File: config.mk
export PLATFORM = sky130hd
export DESIGN_NAME = dbsm_ctrl
export DESIGN_NICKNAME = d
export VERILOG_FILES = /design/src/rtl/decimal_bignum_scalar_multiply_assert.svh /design/src/rtl/dbsm_pkg.sv /design/src/rtl/dbsm_ctrl.sv
export SDC_FILE = /design/constraint.sdc
export NUM_CORES = 1
export LEC_CHECK = 0
export BUFFER_PORTS_ARGS = -buffer_cell sky130_fd_sc_hd__buf_4
export CAP_MARGIN = 0
export CORE_AREA = 10 10 47 49
export DETAILED_ROUTE_END_ITERATION = 10
export DIE_AREA = 0 0 57 59
export SETUP_SLACK_MARGIN = 0.2
export SLEW_MARGIN = 30
export SYNTH_ARGS = -nofsm -noshare
export SYNTH_HDL_FRONTEND = slang
export SYNTH_SLANG_ARGS = --single-unit
File: constraint.sdc
create_clock -name clk -period 1.4 [get_ports clk]
set_input_delay 0.35 -clock clk [delete_from_list [all_inputs] [get_ports clk]]
set_output_delay 0.35 -clock clk [all_outputs]
set_load 0.02 [all_outputs]
File: src/rtl/decimal_bignum_scalar_multiply_assert.svh
// Assertion macros for the decimal big-integer multiplier.
// Included by dbsm_datapath, which checks its own logic; no other dependency.
`ifndef DECIMAL_BIGNUM_SCALAR_MULTIPLY_ASSERT_SVH
`define DECIMAL_BIGNUM_SCALAR_MULTIPLY_ASSERT_SVH
`ifndef SYNTH
`define DBSM_ASSERT_IMP(label, clk, rst, ante, cons) \
  label: assert property (@(posedge clk) disable iff (rst) (ante) |-> (cons)) \
    else $error("same-cycle check failed");
`define DBSM_ASSERT_NXT(label, clk, rst, ante, cons) \
  label: assert property (@(posedge clk) disable iff (rst) (ante) |=> (cons)) \
    else $error("next-cycle check failed");
`else
`define DBSM_ASSERT_IMP(label, clk, rst, ante, cons)
`define DBSM_ASSERT_NXT(label, clk, rst, ante, cons)
`endif
`endif

File: src/rtl/dbsm_pkg.sv
// Shared types and constants for the decimal big-integer multiplier.
// No dependencies; used by the controller, the datapath and the top level.
package dbsm_pkg;

  localparam int DIGITS_DEFAULT = 1024;

  localparam int KIND_W   = 2;
  localparam int FACTOR_W = 16;
  localparam int INDEX_W  = 10;
  localparam int COUNT_W  = 11;
  localparam int VALUE_W  = 4;
  localparam int CARRY_W  = 16;
  localparam int SUM_W    = 17;
  localparam int QUOT_W   = 13;
  localparam int PROD_W   = 33;

  localparam logic [KIND_W-1:0] KIND_START = 2'd0;
  localparam logic [KIND_W-1:0] KIND_MUL   = 2'd1;
  localparam logic [KIND_W-1:0] KIND_READ  = 2'd2;

  // x / 10 == (x * RECIP_10) >> RECIP_SHIFT for every x below 81920
  localparam logic [15:0] RECIP_10    = 16'd52429;
  localparam int          RECIP_SHIFT = 19;

  typedef struct packed {
    logic capture;
    logic start;
    logic setup;
    logic step;
    logic tail_step;
    logic set_ovf;
    logic rd_en;
    logic rd_req;
    logic load_out;
  } dp_cmd_t;

  typedef struct packed {
    logic len_zero;
    logic last_digit;
    logic carry_zero;
    logic len_full;
  } dp_status_t;

endpackage

File: src/rtl/dbsm_ctrl.sv
// Sequencer for the decimal big-integer multiplier: walks start, multiply
// and read items through the datapath. Depends on dbsm_pkg.
module dbsm_ctrl
  import dbsm_pkg::*;
(
  input  logic              clk,
  input  logic              rst,
  input  logic              in_valid,
  output logic              in_ready,
  input  logic [KIND_W-1:0] kind,
  output logic              out_valid,
  input  logic              out_ready,
  input  dp_status_t        st,
  output dp_cmd_t           cmd
);

  typedef enum logic [2:0] {
    S_IDLE,
    S_START,
    S_SETUP,
    S_DIGIT,
    S_TAIL,
    S_READ,
    S_DONE
  } state_t;

  state_t state;
  state_t state_next;
  logic   out_free;

  assign in_ready = (state == S_IDLE);
  assign out_free = !out_valid || out_ready;

  always_comb begin
    state_next = state;
    cmd        = '0;
    unique case (state)
      S_IDLE: begin
        if (in_valid) begin
          cmd.capture = 1'b1;
          priority if (kind == KIND_START) state_next = S_START;
          else if (kind == KIND_MUL) state_next = S_SETUP;
          else if (kind == KIND_READ) state_next = S_READ;
          else state_next = S_DONE;
        end
      end
      S_START: begin
        cmd.start  = 1'b1;
        state_next = S_DONE;
      end
      S_SETUP: begin
        cmd.setup  = 1'b1;
        cmd.rd_en  = 1'b1;
        state_next = st.len_zero ? S_DONE : S_DIGIT;
      end
      S_DIGIT: begin
        cmd.step  = 1'b1;
        cmd.rd_en = 1'b1;
        if (st.last_digit) state_next = S_TAIL;
      end
      S_TAIL: begin
        priority if (st.carry_zero) begin
          state_next = S_DONE;
        end else if (st.len_full) begin
          cmd.set_ovf = 1'b1;
          state_next  = S_DONE;
        end else begin
          cmd.tail_step = 1'b1;
        end
      end
      S_READ: begin
        cmd.rd_en  = 1'b1;
        cmd.rd_req = 1'b1;
        state_next = S_DONE;
      end
      S_DONE: begin
        if (out_free) begin
          cmd.load_out = 1'b1;
          state_next   = S_IDLE;
        end
      end
      default: state_next = S_IDLE;
    endcase
  end

  always_ff @(posedge clk) begin
    if (rst) begin
      state     <= S_IDLE;
      out_valid <= 1'b0;
    end else begin
      state <= state_next;
      if (cmd.load_out) out_valid <= 1'b1;
      else if (out_ready) out_valid <= 1'b0;
    end
  end

endmodule

==> metrics.md <==
| Metric | Value |
|---|---|
| Status | `complete, but fails checks` |
| Violated checks | `negative setup slack` |
| Core area | `between 1000 and 1500 um2` |
| Share of cells above drive strength 1 | `slightly above 80%` |
| Ys async rst share | `0%` |
| Switch Pwr | `roughly 360 uW` |
| Number of enable flip-flop cells after synthesis | `0` |
| # nets final | `90` |
| DP Area | `between 600 and 700 um2` |
| Num Clock Sinks | `4` |
| Worst-Margin Slew | `~0.34 ns` |
| Largest net degree at the start of global routing | `8` |
| Pwr dens | `~1100 nW/um2` |
| Lkg Pwr | `0.000372 uW` |
| DRT Pass-1 Iters | `2` |
| DR vias/cell | `between 4 and 5` |
| Initial Utilization | `26.7%` |
| Setup Viol. Count Final | `7` |
| Worst Setup End Kind | `output pin` |
| CTS tree | `yes` |
| Port Buffers | `20` |
| Die Span Y | `between 50 and 60 um` |
| Post-Syn Area per Cell | `around 8.5 um2` |
| H-tree lvl count | `1` |
| YS warnings | `0` |
| Clk slew on worst S/H paths | `around 0.040 ns` |
| Post-Syn Nets | `54` |
| Worst-path maximum fanout | `5` |
| Clk network pwr share | `approximately 14%` |
| Vias in the first global route | `496` |
| Arrival time at the worst endpoint | `1.17 ns` |
| Die area | `3360 um2` |
| Net Sw Frac | `37.9%` |
| DRC Markers | `0` |
| All-Layer GR Usage | `around 8.3%` |
| Synth Instances | `between 40 and 50` |
| Vias post-DR | `between 400 and 500` |
| Die Span X | `57 um` |
| Final worst setup slack | `-0.125 ns` |
| Routability Congestion | `about 0.74` |
| Maxcap violations | `0` |
| Dominant cells by area after synthesis | `dfxtp_1, buf_6, nor3_1, a21oi_1, a2111oi_2` |
| First-pass GRT wire length | `around 2200 um` |
| Int Power | `between 500 and 600 uW` |
| Synth area leader | `dfxtp_1` |
| Core Util, Final | `60.3%` |
| Max-slew headroom | `about 77%` |
| Sequential area share after synthesis | `a little over a fifth` |
| Share of the synthesized area in the top cell type | `21.4%` |
| Clock skew | `about 0.0019 ns` |
| Flop pwr share | `a little under a fifth` |
| #FFs+latches synth | `4` |
| Post-detail-place hpwl | `around 900 um` |
| Post-synth top cells | `dfxtp_1, inv_1, nor3_1` |
| Final instance area | `between 800 and 900 um2` |
| Req. time, crit path | `roughly 1.1 ns` |
| Period utilisation layout | `109%` |
| Rows | `14` |
| Global route overflow | `0` |
| Final min period | `between 1.5 and 2 ns` |
| Logic pwr share | `between 60% and 70%` |
| Final hold vios | `0` |
| ANT cells | `0` |
| Area of the mapped netlist | `~370 um2` |
| Critical path type | `register to output pin` |
| VDD IR max | `0.644 mV` |
| Drt initial violations | `2` |
| Final wirelength | `~1300 um` |
| Startpoint Class | `register` |
| Placed Cells | `82` |
| CTS buffer count | `3` |
| Fmax | `around 660 MHz` |
| Root buffer cell | `clkbuf_4` |
| Hold Path Class | `input pin to register` |
| Initial antenna violation count | `0` |
| Count of cell types in the netlist | `26` |
| ANT nets after route | `0` |
| Ports | `21` |
| Longest Clk Path Bufs | `2` |
| RSZ-0062 raised after global routing | `true` |
| Final non-filler cell total | `between 90 and 100` |
| Fill count | `roughly 130` |
| Area Growth Syn to Fin | `126%` |
| Ys flop type | `dfxtp_1` |
| Max-slew violations | `0` |
| Worst-skew pair later-pin latency | `0.23 ns` |
| Wire per inst | `roughly 14 um` |
==> state kept, by name, summed over array words and instances (netlist names) <==
| name | flops |
|---|---|
| state | 3 |
| out_valid | 1 |
==> power groups by stage <==
stage	clock network (uW)	registers (uW)	logic, uW
floorplan	0	166	283
global placement	0	173	413
detailed placement	0	171	417
CTS	144	175	573
global route	155	182	681
finish	138	176	636
==> cell families (layout without fill, tap and decap cells) <==
kind of cell / count (synthesis) / in the layout / synth area share [%]
buffers and inverters: 7 / 41 / 11.4
DFF: 4 / 4 / 21.4
muxes: 1 / 1 / 2.68
AOI/OAI and AO/OA: 8 / 8 / 19.1
and+or+nand+nor: 24 / 24 / 45.5
==> routing by layer <==
metal	track usage, %	part of all wire (%)	wire length, um	up-vias
met1	8.51	38	505	207
li1	-	-	-	229
met2	15.5	58	773	10
met3	3.22	4.3	57	0
met5	0	0	0	-
met4	2.01	0	0	0
==> final cells by class <==
| cell class | count | area (um2) | area share (%) |
|---|---|---|---|
| clock buffer | 3 | 22.5 | 2.67 |
| inverter | 4 | 17.5 | 2.07 |
| multi-input combinational | 33 | 362 | 42.8 |
| sequential | 4 | 91.3 | 10.8 |
| tap | 16 | 20.0 | 2.37 |
| timing repair buffer | 34 | 332 | 39.3 |
==> repair_timing <==
action / 4_1_cts / 5_1_grt
resized for setup: 25 / 11
setup buffers: 7 / 2
pin swaps: 11 / 8
hold buffers: 0 / 0
endpoints found under the setup margin: 12 / 13
cloned: 0 / 0
==> worst max-delay path: stages (launching register included) <==
cell and delay (ns):
dfxtp_4 0.35, buf_6 0.13, nor3_4 0.20, and2_4 0.17, buf_6 0.11
==> final timing paths <==
check | from | endpoint | slack (ns) | cells after the start
min | rst | state[1] | 0.31 | 2
min reg2reg | state[2] | state[1] | 0.59 | 2
max reg2reg | state[2] | state[1] | 0.04 | 5
max | state[2] | cmd[8] | -0.12 | 4
==> layout by cell type, fill, tap and decap left out, types with 2 or more instances in the layout <==
cell,count
a21oi_2,2
buf_4,18
buf_6,13
buf_8,2
clkbuf_4,3
dfxtp_4,3
inv_1,3
nand2_1,3
nand3b_1,2
nor2_4,3
nor3_2,2
nor3_4,2
nor4b_4,2
==> stage by stage <==
step	total power, uW	worst slack, ns	hold slack (ns)	setup TNS, ns
2_1_floorplan	449	0.0657	0.411	0
4_1_cts	891	-0.126	0.298	-0.518
6_report	950	-0.125	0.308	-0.470
3_5_place_dp	588	0.00705	0.514	0
5_1_grt	1020	-0.185	0.307	-1.05
3_3_place_gp	586	0.0301	0.516	0
(Power assumes the default switching activity.)
